File: config.mk
export PLATFORM = sky130hd
export DESIGN_NAME = ascii_decimal_number_parser_unit
export DESIGN_NICKNAME = d
export VERILOG_FILES = /design/src/hw/rtl/adnp_pkg.sv /design/src/hw/rtl/adnp_core.sv /design/src/hw/rtl/adnp_queue.sv /design/src/hw/rtl/ascii_decimal_number_parser_unit.sv
export VERILOG_INCLUDE_DIRS = /design/src /design/src/hw/rtl
export SDC_FILE = /design/constraint.sdc
export NUM_CORES = 1
export LEC_CHECK = 0
export BUFFER_PORTS_ARGS = -buffer_cell sky130_fd_sc_hd__buf_2
export CORE_MARGIN = 2
export CORE_UTILIZATION = 50
export CTS_CLUSTER_SIZE = 20
export DETAILED_ROUTE_END_ITERATION = 16
export MAX_ROUTING_LAYER = met4
export PLACE_DENSITY = 0.68
export SYNTH_ARGS = -nofsm -noshare
export SYNTH_HDL_FRONTEND = slang
export SYNTH_SLANG_ARGS = --single-unit
File: constraint.sdc
create_clock -name clk -period 8.1 [get_ports clk]
set_input_delay 1.215 -clock clk [delete_from_list [all_inputs] [get_ports clk]]
set_output_delay 1.215 -clock clk [all_outputs]
set_load 0.01 [all_outputs]
File: src/hw/rtl/ascii_decimal_number_parser_unit_assert.svh
// Assertion macros shared by the parser unit.
`ifndef ASCII_DECIMAL_NUMBER_PARSER_UNIT_ASSERT_SVH
`define ASCII_DECIMAL_NUMBER_PARSER_UNIT_ASSERT_SVH

// Condition that must hold on every clock edge outside reset.
`define ADNP_ASSERT_ALWAYS(lbl, cond, msg) \
    lbl: assert property (@(posedge clk) disable iff (!rst_n) (cond)) else $error(msg);

// Condition that must hold in the same cycle as the trigger.
`define ADNP_ASSERT_IMPLY(lbl, ante, cons, msg) \
    lbl: assert property (@(posedge clk) disable iff (!rst_n) (ante) |-> (cons)) \
        else $error(msg);

`endif

File: src/hw/rtl/adnp_pkg.sv
package adnp_pkg;

    // Width of the signed mantissa and of the magnitude accumulator.
    localparam int VALUE_W = 32;
    localparam int PROD_W  = VALUE_W + 4;
    localparam int FRAC_W  = 4;

    // Character codes.
    localparam logic [7:0] CH_ZERO  = 8'd48;
    localparam logic [7:0] CH_NINE  = 8'd57;
    localparam logic [7:0] CH_POINT = 8'd46;
    localparam logic [7:0] CH_MINUS = 8'd45;
    localparam logic [7:0] CH_PLUS  = 8'd43;
    localparam logic [7:0] CH_SPACE = 8'd32;
    localparam logic [7:0] CH_TAB   = 8'd9;
    localparam logic [7:0] CH_CR    = 8'd13;

    // Parser phases.
    localparam logic [2:0] PH_IDLE  = 3'd0;
    localparam logic [2:0] PH_SIGN  = 3'd1;
    localparam logic [2:0] PH_INT   = 3'd2;
    localparam logic [2:0] PH_POINT = 3'd3;
    localparam logic [2:0] PH_FRAC  = 3'd4;

    // Result status codes.
    localparam logic [2:0] ST_OK      = 3'd0;
    localparam logic [2:0] ST_SIGN    = 3'd1;
    localparam logic [2:0] ST_POINT   = 3'd2;
    localparam logic [2:0] ST_INVALID = 3'd3;
    localparam logic [2:0] ST_OVF     = 3'd4;

    localparam logic [FRAC_W-1:0] FRAC_MAX = 4'd15;

    // Output queue depth.
    localparam int QDEPTH = 4;
    localparam int QPTR_W = $clog2(QDEPTH);
    localparam int QCNT_W = $clog2(QDEPTH + 1);

    typedef struct packed {
        logic signed [VALUE_W-1:0] value;
        logic [FRAC_W-1:0]         frac_digits;
        logic [2:0]                status;
        logic                      last;
    } result_t;

    typedef struct packed {
        logic [2:0]         phase;
        logic               negative;
        logic [VALUE_W-1:0] magnitude;
        logic [FRAC_W-1:0]  frac_count;
        logic               overflowed;
    } parse_state_t;

    // Results of one processed word, handed to the output queue.
    typedef struct packed {
        logic       push;
        logic [1:0] cnt;
        result_t    r0;
        result_t    r1;
    } push_t;

    localparam parse_state_t CLEAR_STATE = '{
        phase:      PH_IDLE,
        negative:   1'b0,
        magnitude:  '0,
        frac_count: '0,
        overflowed: 1'b0
    };

    // Error result: zero value and digit count.
    function automatic result_t err_result(input logic [2:0] code);
        result_t r;
        r = '0;
        r.status = code;
        return r;
    endfunction

    // Result of a finished number.
    function automatic result_t num_result(input parse_state_t s);
        result_t r;
        r.value       = s.negative ? -$signed(s.magnitude) : $signed(s.magnitude);
        r.frac_digits = s.overflowed ? '0 : s.frac_count;
        r.status      = s.overflowed ? ST_OVF : ST_OK;
        r.last        = 1'b0;
        return r;
    endfunction

endpackage

File: src/hw/rtl/adnp_core.sv
module adnp_core
    import adnp_pkg::*;
(
    input  logic        clk,
    input  logic        rst_n,
    input  logic        in_valid,
    output logic        in_stall,
    input  logic [7:0]  char_code,
    input  logic        is_end,
    input  logic        allow_fraction,
    input  logic        q_room,
    output push_t       push
);

    logic               in_vld_reg, in_vld_next;
    logic [7:0]         ch_reg;
    logic               end_reg;
    parse_state_t       st_reg, st_next;
    logic               adv;
    logic               accept;

    logic               is_dig;
    logic               is_spc;
    logic [3:0]         dval;
    logic [VALUE_W-1:0] lim;
    logic [PROD_W-1:0]  prod;
    logic [PROD_W-1:0]  mag_ext;
    logic               add_ovf;
    logic [VALUE_W-1:0] add_mag;
    logic               add_ovf_flag;

    parse_state_t       tok_st;
    logic               tok_err;
    result_t            r0, r1;
    logic [1:0]         cnt;

    // The input register advances whenever the queue can take two results.
    assign adv      = in_vld_reg && q_room;
    assign in_stall = in_vld_reg && !q_room;
    assign accept   = in_valid && !in_stall;

    always_comb
    begin
        in_vld_next = in_vld_reg;
        if (accept)
            in_vld_next = 1'b1;
        else if (adv)
            in_vld_next = 1'b0;
    end

    always_ff @(posedge clk or negedge rst_n)
    begin
        if (!rst_n)
        begin
            in_vld_reg <= 1'b0;
            st_reg     <= CLEAR_STATE;
        end
        else
        begin
            in_vld_reg <= in_vld_next;
            st_reg     <= st_next;
        end
    end

    always_ff @(posedge clk)
    begin
        if (accept)
        begin
            ch_reg  <= char_code;
            end_reg <= is_end;
        end
    end

    // Character classes.
    assign is_dig = (ch_reg >= CH_ZERO) && (ch_reg <= CH_NINE);
    assign is_spc = ((ch_reg >= CH_TAB) && (ch_reg <= CH_CR)) || (ch_reg == CH_SPACE);
    assign dval   = 4'(ch_reg - CH_ZERO);

    // One digit step: magnitude times ten plus digit, saturated at the limit.
    assign lim     = st_reg.negative ? {1'b1, {(VALUE_W-1){1'b0}}}
                                     : {1'b0, {(VALUE_W-1){1'b1}}};
    assign mag_ext = {4'b0, st_reg.magnitude};
    assign prod    = (mag_ext << 3) + (mag_ext << 1) + {{(PROD_W-4){1'b0}}, dval};
    assign add_ovf = prod > {4'b0, lim};

    always_comb
    begin
        add_mag      = st_reg.magnitude;
        add_ovf_flag = st_reg.overflowed;
        if (!st_reg.overflowed)
        begin
            if (add_ovf)
            begin
                add_mag      = lim;
                add_ovf_flag = 1'b1;
            end
            else
            begin
                add_mag = prod[VALUE_W-1:0];
            end
        end
    end

    // A character seen as the start of a new token.
    always_comb
    begin
        tok_st  = CLEAR_STATE;
        tok_err = 1'b0;
        if (is_spc)
        begin
            tok_err = 1'b0;
        end
        else if (is_dig)
        begin
            tok_st.phase     = PH_INT;
            tok_st.magnitude = {{(VALUE_W-4){1'b0}}, dval};
        end
        else if ((ch_reg == CH_PLUS) || (ch_reg == CH_MINUS))
        begin
            tok_st.phase    = PH_SIGN;
            tok_st.negative = (ch_reg == CH_MINUS);
        end
        else
        begin
            tok_err = 1'b1;
        end
    end

    // Next parse state and the results of this word.
    always_comb
    begin
        st_next = st_reg;
        r0      = '0;
        r1      = '0;
        cnt     = 2'd0;
        if (adv)
        begin
            if (end_reg)
            begin
                st_next = CLEAR_STATE;
                case (st_reg.phase)
                    PH_SIGN:
                    begin
                        r0  = err_result(ST_SIGN);
                        cnt = 2'd1;
                    end
                    PH_POINT:
                    begin
                        r0  = err_result(ST_POINT);
                        cnt = 2'd1;
                    end
                    PH_INT, PH_FRAC:
                    begin
                        r0  = num_result(st_reg);
                        cnt = 2'd1;
                    end
                    default:
                    begin
                        cnt = 2'd0;
                    end
                endcase
            end
            else
            begin
                case (st_reg.phase)
                    PH_SIGN:
                    begin
                        if (is_dig)
                        begin
                            st_next.phase      = PH_INT;
                            st_next.magnitude  = add_mag;
                            st_next.overflowed = add_ovf_flag;
                        end
                        else
                        begin
                            r0      = err_result(ST_SIGN);
                            cnt     = 2'd1;
                            st_next = CLEAR_STATE;
                        end
                    end
                    PH_INT:
                    begin
                        if (is_dig)
                        begin
                            st_next.magnitude  = add_mag;
                            st_next.overflowed = add_ovf_flag;
                        end
                        else if ((ch_reg == CH_POINT) && allow_fraction)
                        begin
                            st_next.phase = PH_POINT;
                        end
                        else
                        begin
                            r0      = num_result(st_reg);
                            r1      = err_result(ST_INVALID);
                            cnt     = tok_err ? 2'd2 : 2'd1;
                            st_next = tok_st;
                        end
                    end
                    PH_POINT, PH_FRAC:
                    begin
                        if (is_dig)
                        begin
                            st_next.phase = PH_FRAC;
                            if (st_reg.frac_count == FRAC_MAX)
                            begin
                                st_next.overflowed = 1'b1;
                                st_next.magnitude  = lim;
                            end
                            else
                            begin
                                st_next.magnitude  = add_mag;
                                st_next.overflowed = add_ovf_flag;
                                st_next.frac_count = st_reg.frac_count + 1'b1;
                            end
                        end
                        else if (st_reg.phase == PH_POINT)
                        begin
                            r0      = err_result(ST_POINT);
                            cnt     = 2'd1;
                            st_next = CLEAR_STATE;
                        end
                        else
                        begin
                            r0      = num_result(st_reg);
                            r1      = err_result(ST_INVALID);
                            cnt     = tok_err ? 2'd2 : 2'd1;
                            st_next = tok_st;
                        end
                    end
                    default:
                    begin
                        r0      = err_result(ST_INVALID);
                        cnt     = tok_err ? 2'd1 : 2'd0;
                        st_next = tok_st;
                    end
                endcase
            end
            // Mark the final result of the word.
            if (cnt == 2'd2)
                r1.last = 1'b1;
            else
                r0.last = 1'b1;
        end
    end

    assign push.push = adv;
    assign push.cnt  = cnt;
    assign push.r0   = r0;
    assign push.r1   = r1;

endmodule

File: src/hw/rtl/adnp_queue.sv
module adnp_queue
    import adnp_pkg::*;
(
    input  logic              clk,
    input  logic              rst_n,
    input  push_t             push,
    output logic              room,
    output logic [QCNT_W-1:0] level,
    output logic              out_valid,
    input  logic              out_stall,
    output result_t           head
);

    result_t             mem [QDEPTH];
    logic [QPTR_W-1:0]   wr_ptr_reg, wr_ptr_next;
    logic [QPTR_W-1:0]   rd_ptr_reg, rd_ptr_next;
    logic [QCNT_W-1:0]   cnt_reg, cnt_next;
    logic [QPTR_W-1:0]   wr_ptr_1;
    logic [QCNT_W-1:0]   n_in;
    logic                pop;

    // Space for two more results, judged on the registered fill level.
    assign room      = cnt_reg <= QCNT_W'(QDEPTH - 2);
    assign level     = cnt_reg;
    assign out_valid = cnt_reg != '0;
    assign pop       = out_valid && !out_stall;
    assign head      = mem[rd_ptr_reg];

    assign wr_ptr_1  = wr_ptr_reg + 1'b1;
    assign n_in      = push.push ? QCNT_W'(push.cnt) : '0;

    always_comb
    begin
        wr_ptr_next = wr_ptr_reg + QPTR_W'(n_in);
        rd_ptr_next = rd_ptr_reg + QPTR_W'(pop);
        cnt_next    = cnt_reg + n_in - QCNT_W'(pop);
    end

    always_ff @(posedge clk or negedge rst_n)
    begin
        if (!rst_n)
        begin
            wr_ptr_reg <= '0;
            rd_ptr_reg <= '0;
            cnt_reg    <= '0;
        end
        else
        begin
            wr_ptr_reg <= wr_ptr_next;
            rd_ptr_reg <= rd_ptr_next;
            cnt_reg    <= cnt_next;
        end
    end

    // Up to two result words written per cycle at consecutive slots.
    always_ff @(posedge clk)
    begin
        if (push.push && (push.cnt != 2'd0))
            mem[wr_ptr_reg] <= push.r0;
        if (push.push && (push.cnt == 2'd2))
            mem[wr_ptr_1] <= push.r1;
    end

endmodule

File: src/hw/rtl/ascii_decimal_number_parser_unit.sv
// ASCII decimal number parser.
// Input channel: one character word per cycle (char_code, or is_end to close the
// stream), handshake in_valid / in_stall. Output channel: result words with
// value, frac_digits, status and last, handshake out_valid / out_stall.
// A number equals value divided by ten to the power frac_digits; last marks the
// final result produced by one input word (a word may produce none, one or two).
// Configuration: a write on cfg_valid / cfg_ready (always ready) sets
// allow_fraction; write it only while no word is in flight.
// Path: an accepted word is held in the input register, its results are
// written from there into the result queue, whose head drives the output.
// Throughput: one input word per cycle while in_stall is low; the output side
// delivers one result word per cycle while out_stall is low, set by the single
// read port of the four-entry result queue. When the receiver stalls, results
// collect in the queue; once fewer than two slots remain free the input
// register holds and in_stall rises. Reset clears the parse state to idle,
// empties the queue and clears allow_fraction.
module ascii_decimal_number_parser_unit
    import adnp_pkg::*;
(
    input  logic                      clk,
    input  logic                      rst_n,
    input  logic                      in_valid,
    output logic                      in_stall,
    input  logic [7:0]                char_code,
    input  logic                      is_end,
    output logic                      out_valid,
    input  logic                      out_stall,
    output logic signed [VALUE_W-1:0] value,
    output logic [FRAC_W-1:0]         frac_digits,
    output logic [2:0]                status,
    output logic                      last,
    input  logic                      cfg_valid,
    output logic                      cfg_ready,
    input  logic                      allow_fraction
);

`include "ascii_decimal_number_parser_unit_assert.svh"

    logic              allow_fraction_reg, allow_fraction_next;
    logic              q_room;
    logic [QCNT_W-1:0] q_level;
    push_t             push;
    result_t           head;

    // Configuration register.
    assign cfg_ready = 1'b1;

    always_comb
    begin
        allow_fraction_next = allow_fraction_reg;
        if (cfg_valid && cfg_ready)
            allow_fraction_next = allow_fraction;
    end

    always_ff @(posedge clk or negedge rst_n)
    begin
        if (!rst_n)
            allow_fraction_reg <= 1'b0;
        else
            allow_fraction_reg <= allow_fraction_next;
    end

    // Parse stage.
    adnp_core u_core (
        .clk            (clk),
        .rst_n          (rst_n),
        .in_valid       (in_valid),
        .in_stall       (in_stall),
        .char_code      (char_code),
        .is_end         (is_end),
        .allow_fraction (allow_fraction_reg),
        .q_room         (q_room),
        .push           (push)
    );

    // Result queue.
    adnp_queue u_queue (
        .clk       (clk),
        .rst_n     (rst_n),
        .push      (push),
        .room      (q_room),
        .level     (q_level),
        .out_valid (out_valid),
        .out_stall (out_stall),
        .head      (head)
    );

    assign value       = head.value;
    assign frac_digits = head.frac_digits;
    assign status      = head.status;
    assign last        = head.last;

    // Checks.
    `ADNP_ASSERT_ALWAYS(a_level_bound, q_level <= QCNT_W'(QDEPTH), "result queue overfilled")
    `ADNP_ASSERT_IMPLY(a_status_range, out_valid, status <= ST_OVF, "status code out of range")
    `ADNP_ASSERT_IMPLY(a_err_zero,
        out_valid && (status == ST_SIGN || status == ST_POINT || status == ST_INVALID),
        value == '0 && frac_digits == '0, "error result carries a value")
    `ADNP_ASSERT_IMPLY(a_ovf_frac, out_valid && status == ST_OVF, frac_digits == '0,
        "overflow result carries fraction digits")

endmodule
# Word-level counts from Yosys, hierarchy flattened
# Memories as Yosys holds them, arrays and structs flattened.
# Index checks and enable logic that the tools add are counted.
# classes
n_addsub	10
order_cmp	6
eq_ne	17
n_mux	73
reduce_logical	24
# ops
op	count
2-to-1 mux 40 bit	10
case mux 40 bit (3 select lines)	2
2-to-1 mux 32 bit	7
case mux 41 bit (3 select lines)	1
2-to-1 mux 41 bit	2
case mux 40 bit (2 select lines)	1
2-to-1 mux 38 bit	1
2-to-1 mux 37 bit	1
adder 35 x 33 -> 36 bit	1
adder 36 x 4 -> 36 bit	1
> comparator 36 x 32 -> 1 bit	1
2-to-1 mux 36 bit	1
== test 8 x 6 -> 1 bit (second input constant)	4
negator 32 bit	1
2-to-1 mux 2 bit	13
2-to-1 mux 4 bit	6
2-to-1 mux 1 bit	22
2-to-1 mux 3 bit	5
inequality test 3 x 2 -> 1 bit (second input constant)	4
AND reduction 5 bit	2
logical AND 1 bit	9
greater-or-equal comparator 8 x 4 -> 1 bit (second input constant)	1
greater-or-equal comparator 8 x 6 -> 1 bit (second input constant)	1
less-or-equal comparator 8 x 4 -> 1 bit (second input constant)	1
other kinds (24)	32
# word_totals
ff_bits	59
ram_bits	160
input_bits	15
out_inout_bits	43
word_cells	143
memories	1
# mem_list
memory	words	width	read_ports	rd_clocked_by_memory_dff	write_ports	line	text
u_queue.mem	4	40	1	0	2	adnp_queue.sv:14	result_t mem [QDEPTH];

# Depth between registers and ports, before layout
# Gate-level depths: netlist (run 1).
# logic_depth
depth_word	16
mapped_depth	23
depth_no_buf	21

# Cells and area by module
# Synthesis (run 1) repeated with hierarchy kept, for this count alone.
# hier_totals
hier_cells	1324
hier_area_um2	15401.0
# modules_own_cells
module	instances	cells_per_inst	area_per_inst_um2	seq_area_each_um2
adnp_queue	1	433	8341.8	4979.8
adnp_core	1	887	7008.0	1321.3
ascii_decimal_number_parser_unit	1	4	51.3	25.0

# Worst setup path after synthesis (run 1)
# OpenSTA, ideal clock, no wires.
# synth_path
kind	register to register
startpoint	reg u_core.st_reg, in the netlist u_core.mag_ext[0]
endpoint	reg u_core.st_reg, in the netlist u_core.mag_ext[30]
setup_time_ns	0.126
t_arrival_ns	5.184
required_time_ns	7.974
path_slack_ns	2.790
path_stages_with_launch	22
path_buffers	2
synth_period_minus_slack_ns	5.310
cell_sequence	dfrtp_1 -> fa_1 -> fa_1 -> a211oi_2 -> o211ai_2 -> a211oi_1 -> o21ai_0 -> a31oi_1 -> nor2_1 -> o311a_1 -> xor2_1 -> ha_1 -> nand2_1 -> o21ai_0 -> a2111oi_0 -> a41oi_1 -> a211oi_4 -> a21oi_2 -> o211a_1 -> buf_6 -> buf_8 -> a221o_1
# synth_between
elab_chain_cells	9
word_cells_on_any_way	11
cone_classes	2 x add/sub; 1 x order compare; 8 x mux
# synth_lines
item	line	text
start, declared	adnp_core.sv:18	parse_state_t st_reg, st_next;
start signal, assigned	adnp_core.sv:61	st_reg <= st_next;
adder 35 x 33 -> 36 bit (*)	adnp_core.sv:83	assign prod = (mag_ext << 3) + (mag_ext << 1) + {{(PROD_W-4){1'b0}}, dval};
adder 36 x 4 -> 36 bit (*)	adnp_core.sv:83	
> comparator 36 x 32 -> 1 bit	adnp_core.sv:84	assign add_ovf = prod > {4'b0, lim};
2-to-1 mux 32 bit (*)	adnp_core.sv:92	if (add_ovf)
2-to-1 mux 32 bit (*)	adnp_core.sv:90	if (!st_reg.overflowed)
2-to-1 mux 32 bit	adnp_core.sv:205	if (st_reg.frac_count == FRAC_MAX)
2-to-1 mux 37 bit	adnp_core.sv:202	if (is_dig)
case mux 41 bit (3 select lines) (*)	adnp_core.sv:165	case (st_reg.phase)
2-to-1 mux 41 bit (*)	adnp_core.sv:138	if (end_reg)
# Mark *: on every way between the ends. The rest lies on a longest branch, timed or not.
# A chain may end at the register's enable or synchronous reset.

# Worst setup path after layout (run 1)
# layout_path
startpoint	reg u_core.st_reg, in the netlist u_core.mag_ext[2]
endpoint	reg u_core.st_reg, in the netlist u_core.mag_ext[17]
# Same word-level chain as after synthesis.

==> flow_metrics.tcl, run 1 <==
set metrics [dict create \
    cts_root_buffer "clkbuf_16" \
    portBuffers 56 \
    post_cts_resized 0 \
    cts_tree "yes" \
    layout.nets 1501 \
    dp_hpwl_mm 22.8 \
    holdPathStages 2 \
    outcome "finished, final reports clean" \
    path_delay_family "compound AO/OA/AOI/OAI gates" \
    clock_latency_ps 500 \
    rsz0062_at_grt "no" \
    required_ps 8530 \
    diodes 0 \
    yosysWarnings 0 \
    place_congestion 0.919 \
    irDropWorstVdd_mv 0.176 \
    critPathBufInv 0 \
    start_util_pct 50.6 \
    cp.depth 19 \
    critical_path.startpoint "u_core.mag_ext[2]$_DFFE_PN0P_" \
    grtUsageTotal_pct 24.6 \
    num_rows 59 \
    drtPass1Iterations 5 \
    finalCritPeriodShare_pct 80.2 \
    min_path_type "flip-flop to flip-flop" \
    worstSetupEndpointType "flip-flop" \
    tns_ps 0 \
    post_cts_buffers 0 \
    drt-initial-drc-count 878 \
    yosysUniqueCellTypes 88 \
    cp_max_fo 27 \
    crit_slowest_cell "nor3b_4" \
    largest_register_ffs 160 \
    hold_buffers 0 \
    cts_inserted_buffers 23 \
    die-height_um 166 \
    seq_area_frac_synth_pct 37.1 \
    startpoint_type "flip-flop" \
    h-tree-depth 1 \
    slew_viol_final 0 \
    vias 10700 \
    worst_pin_slew_ps 1120 \
    fp.dieW_um 166 \
    ant_nets 0 \
    synthCells 1382 \
    num-fill-cells 2340 \
    ys_ff_latch 219 \
    viasPerCell 6.16 \
    drc 0 \
    syn_avg_cell_area_um2 9.46 \
    antenna_found_initial 0 \
    totalWireLength_mm 33.1 \
    final_area_um2 14100 \
    synth_flop_cell "dfxtp_1" \
    path_clk_slew_ps 60 \
    clock.fmax_ghz 0.154 \
    placed_cell_area_um2 13400 \
    core_area_um2 25800 \
    drv_cap 0 \
    globalRouteOverflowTotal 0 \
    slew_headroom_pct 25.0 \
    wl_per_cell_um 19.1 \
    fin_skew_ps 15.3 \
    io_pins 58 \
    setup_viol 0 \
    drive_above_1_share_pct 13.0 \
    seq_area_um2 4850 \
    grt_max_degree 78 \
    p_total_mw 2.89 \
    die-area_um2 27500 \
    synth.cell_area_um2 13100 \
    p_leak_nw 6.22 \
    syn-num-nets 1502 \
    final_hold_viol_count 0 \
    cp_slowest_stage_delay_ps 940 \
    power.density_nw_per_um2 204 \
    hold_start "u_queue.mem[1][34]$_SDFFE_PP0P_" \
    reg2reg_depth 19 \
    crit_type "flip-flop to flip-flop" \
    critPathArrivalTime_ps 6930 \
    synthArstFlopShare_pct 22.8 \
    area_growth_pct 8.20 \
    grt_pass1_vias 10500 \
    cts_buffer_depth 3 \
    cp_cell_sequence "fa_1, fa_1, a211oi_2, o211ai_2, a211oi_1, o21ai_0, a31oi_1, nor2_1, o311a_1, xor2_1, ha_1, nand2_1, o21ai_0, a2111oi_0, a41oi_1, a211oi_4, nand2_2, nor3b_4, a221o_1" \
    multi_input_area_um2 7710 \
    cts.sinks 219 \
    reg2reg_from "u_core.mag_ext[2]$_DFFE_PN0P_" \
    synth_edf_count 21 \
    min_period_ps 6490 \
    grt_pass1_wl_mm 54.7 \
]
[where the power goes]
| part | total (mW) | switching [mW] | internal (mW) |
|---|---|---|---|
| Combinational | 0.659 | 0.411 | 0.247 |
| Sequential | 1.24 | 0.0958 | 1.15 |
| Clock | 0.987 | 0.427 | 0.560 |
[layer usage]
| metal | wire length [um] | track usage (%) | vias to the layer above |
|---|---|---|---|
| li1 | - | - | 5190 |
| met1 | 15200 | 32.7 | 5144 |
| met2 | 15700 | 41.1 | 285 |
| met3 | 1700 | 2.70 | 40 |
| met4 | 454 | 4.46 | 0 |
| met5 | 0 | - | - |
[synthesized netlist by cell type (7+ instances only)]
cell / count / area, um^2
o31ai_1: 12 / 90.1
nor2b_1: 9 / 56.3
nand2_1: 156 / 586
nor2_1: 38 / 143
o21ai_0: 150 / 751
a221o_1: 27 / 270
buf_1: 12 / 45.0
nor3_1: 7 / 35.0
inv_1: 25 / 93.8
clkbuf_1: 53 / 199
o41ai_1: 8 / 70.1
nor4_1: 9 / 56.3
nand3_1: 94 / 470
dfxtp_1: 148 / 2960
edfxtp_1: 21 / 631
a21o_1: 13 / 97.6
o21ai_1: 31 / 155
or4_1: 7 / 52.6
mux4_2: 40 / 901
buf_2: 19 / 95.1
ha_1: 102 / 1280
mux2i_1: 38 / 380
xor2_1: 18 / 158
nand4_1: 54 / 338
a21oi_1: 70 / 350
dfrtp_1: 50 / 1250
o211ai_1: 8 / 60.1
xnor2_1: 47 / 412
[kinds of logic (layout without fill, tap and decap cells)]
| kind of cell | Yosys count | after routing | share of synthesized area, % |
|---|---|---|---|
| mux | 79 | 79 | 9.89 |
| other cells | 1 | 1 | 0.0287 |
| compound gates | 379 | 379 | 18.4 |
| xor+xnor | 65 | 65 | 4.36 |
| flops | 219 | 219 | 37.1 |
| buf+inv | 120 | 133 | 4.15 |
| fa+ha+maj | 105 | 105 | 10.2 |
| simple gates | 414 | 414 | 15.8 |
[path summary, 6_finish.rpt]
path,slack [ps],endpoint
max,1610,u_core.mag_ext[17]$_DFFE_PN0P_
min,460,u_queue.mem[1][34]$_SDFFE_PP0P_
max reg2reg,1610,u_core.mag_ext[17]$_DFFE_PN0P_
min reg2reg,460,u_queue.mem[1][34]$_SDFFE_PP0P_
max in group asynchronous,6790,u_queue.rd_ptr_reg[0]$_DFF_PN0_
min in group asynchronous,840,u_core.mag_ext[0]$_DFFE_PN0P_
[placed cells by master, fill, tap and decap left out, types with 9 or more instances in the layout]
cell         n
xor2_1      18
o21ai_1     30
inv_1       25
dfrtp_1     47
o31ai_1     12
mux2i_1     38
buf_4       13
nor4_1       9
a21oi_1     70
clkbuf_16   23
a221o_1     27
o21ai_0    150
nand2_1    154
buf_2       56
ha_1       102
nor2b_1      9
dfxtp_1    148
nand3_1     93
mux4_2      40
nand4_1     54
a21o_1      13
nor2_1      38
edfxtp_1    21
xnor2_1     47
[worst register-to-register path, delay by kind of cell, from the launching register on]
family,cells,cell delay (ps)
AND/OR/NAND/NOR,4,1270
flip-flops,1,480
adder cells (fa/ha/maj),3,1340
AO/OA/AOI/OAI,11,3120
XOR/XNOR,1,210
[stage by stage]
step	instances	setup WS, ps	utilization (%)	hold slack, ps
2_1_floorplan	1382	2790	-	436
3_3_place_gp	1691	1880	52.1	443
3_5_place_dp	1691	1700	52.1	453
4_1_cts	1730	1650	54.7	461
5_1_grt	1730	1150	54.7	475
6_report	1730	1610	54.7	459
[cell type report]
cell class | instances | area share, %
Sequential cell | 219 | 34.3
Tap cell | 335 | 2.96
Clock buffer | 31 | 4.59
Timing Repair Buffer | 69 | 2.67
Clock inverter | 8 | 0.318
Inverter | 25 | 0.663
Multi-Input combinational cell | 1043 | 54.5
Note: power is estimated with default switching activity, not from simulation.
==> run 2: changes to the inputs <==
Settings changed: PLACE_DENSITY 0.68 to 0.7.
Clock period 8.1 ns to 5.6 ns, I/O delays scaled along.
==> run 2 against run 1 <==
  * Clock skew decreased by 5.2 ps
  * Die area unchanged
  * Final area increased by 1.9%
  * Fmax rose by 20%
  * Utilization increased by 1.1 points
  * Clock-buffer cell count increased by 3
  * Sequential power grew 48%
  * Critical path depth up 1
  * Power rose by 49%
  * Global-route usage is 0.34 points higher
  * Setup slack got worse by 1400 ps
  * Critical endpoint is now u_core.mag_ext[11]$_DFFE_PN0P_
==> flow_metrics.tcl, run 2 (same netlist as run 1, synthesis figures left out) <==
set metrics [dict create \
    grtUsageTotal_pct 24.9 \
    cts_inserted_buffers 23 \
    globalRouteOverflowTotal 0 \
    crit_type "flip-flop to flip-flop" \
    cts.sinks 219 \
    clock.fmax_ghz 0.185 \
    clock_latency_ps 500 \
    critPathBufInv 1 \
    setup_viol 0 \
    h-tree-depth 1 \
    worstSetupEndpointType "flip-flop" \
    drt-initial-drc-count 902 \
    num_rows 59 \
    cp_max_fo 27 \
    cp_slowest_stage_delay_ps 570 \
    finalCritPeriodShare_pct 96.7 \
    critPathArrivalTime_ps 5790 \
    dp_hpwl_mm 23.8 \
    largest_register_ffs 160 \
    required_ps 5970 \
    worst_pin_slew_ps 1100 \
    slew_headroom_pct 26.9 \
    cts_tree "yes" \
    place_ws_ps 2.15 \
    grt_max_degree 78 \
    totalWireLength_mm 33.7 \
    grt_pass1_vias 10800 \
    diodes 0 \
    grt_pass1_wl_mm 55.4 \
    die-area_um2 27500 \
    layout.nets 1520 \
    cp_cell_sequence "fa_1, ha_1, a211oi_2, o211ai_1, a21boi_2, nand2_1, a31oi_1, o31ai_1, xor2_1, ha_1, a21oi_1, o211ai_1, a221oi_1, a31o_2, a41oi_1, a211oi_4, a21oi_2, o211a_1, buf_12, a221o_1" \
    drtPass1Iterations 5 \
    portBuffers 56 \
    min_period_ps 5420 \
    outcome "finished, final reports clean" \
    wl_per_cell_um 19.3 \
    path_delay_family "compound AO/OA/AOI/OAI gates" \
    final_area_um2 14400 \
    io_pins 58 \
    drive_above_1_share_pct 14.5 \
    area_growth_pct 10.3 \
    fin_util_pct 55.8 \
    cts_buffer_depth 3 \
    place_congestion 0.942 \
    p_leak_nw 6.34 \
    fin_skew_ps 10.0 \
    antenna_found_initial 0 \
    placed_cell_area_um2 13600 \
    path_clk_slew_ps 60 \
    p_total_mw 4.30 \
    drv_cap 0 \
    start_util_pct 50.6 \
    ant_nets 0 \
    startpoint_type "flip-flop" \
    crit_slowest_cell "fa_1" \
    min_path_type "input port to asynchronous set/reset pin" \
    die-height_um 166 \
    dp.cells 1706 \
    power.density_nw_per_um2 298 \
    fp.dieW_um 166 \
    vias 10900 \
    core_area_um2 25800 \
    tns_ps 0 \
    mostFrequentLayoutCell "nand2_1" \
    slew_viol_final 0 \
    cts_root_buffer "clkbuf_16" \
    viasPerCell 6.21 \
    hold-worst-slack_ps 456 \
    layout_common_cells "nand2_1, o21ai_0, dfxtp_1" \
    fin_cells 1748 \
    setup_slack_ps 184 \
    drc 0 \
    rrSetupSlack_ps 180 \
    final_hold_viol_count 0 \
    irDropWorstVdd_mv 0.270 \
]
## run 2: timing repair
action | CTS | global route
gates resized for setup | 1 | 13
pin swaps | 0 | 12
setup endpoints to repair | 18 | 33
buffers inserted | 0 | 4
hold buffers | 0 | 0
## run 2: worst paths after layout
| check | depth (start not counted) | startpoint | end |
|---|---|---|---|
| max | 20 | u_core.mag_ext[2]$_DFFE_PN0P_ | u_core.mag_ext[11]$_DFFE_PN0P_ |
| min | 2 | rst_n | u_core.in_vld_reg$_DFFE_PN0P_ |
| max reg2reg | 20 | u_core.mag_ext[2]$_DFFE_PN0P_ | u_core.mag_ext[11]$_DFFE_PN0P_ |
| min reg2reg | 2 | u_queue.mem[1][33]$_SDFFE_PP0P_ | u_queue.mem[1][33]$_SDFFE_PP0P_ |
| max in group asynchronous | 2 | rst_n | u_core.st_reg[37]$_DFFE_PN0P_ |
| min in group clk | 2 | u_queue.mem[1][33]$_SDFFE_PP0P_ | u_queue.mem[1][33]$_SDFFE_PP0P_ |
## run 2: report_power, final
part           switching, mW  total, mW  leakage (nW)  internal, mW
clock network          0.600       1.53         0.370         0.931
logic                  0.547      0.921          3.91         0.373
registers              0.186       1.84          2.06          1.66
total                   1.33       4.30          6.34          2.96
## run 2: cell type report
type                       count  area [um^2]
inverter                      25         93.8
clock inverter                 4         70.1
sequential                   219         4850
timing repair buffer          88          546
fill                        2276        11400
multi-input combinational   1043         7760
tap                          335          419
clock buffer                  34          683
## run 2: routing by layer
metal  global-route usage, %  part of all wire [%]  up-vias
met5                       -                     0        -
met4                    4.69                   1.5        0
met3                    3.03                   5.6       39
met2                    42.8                    49      293
met1                    31.9                    44     5310
li1                        -                     -     5215
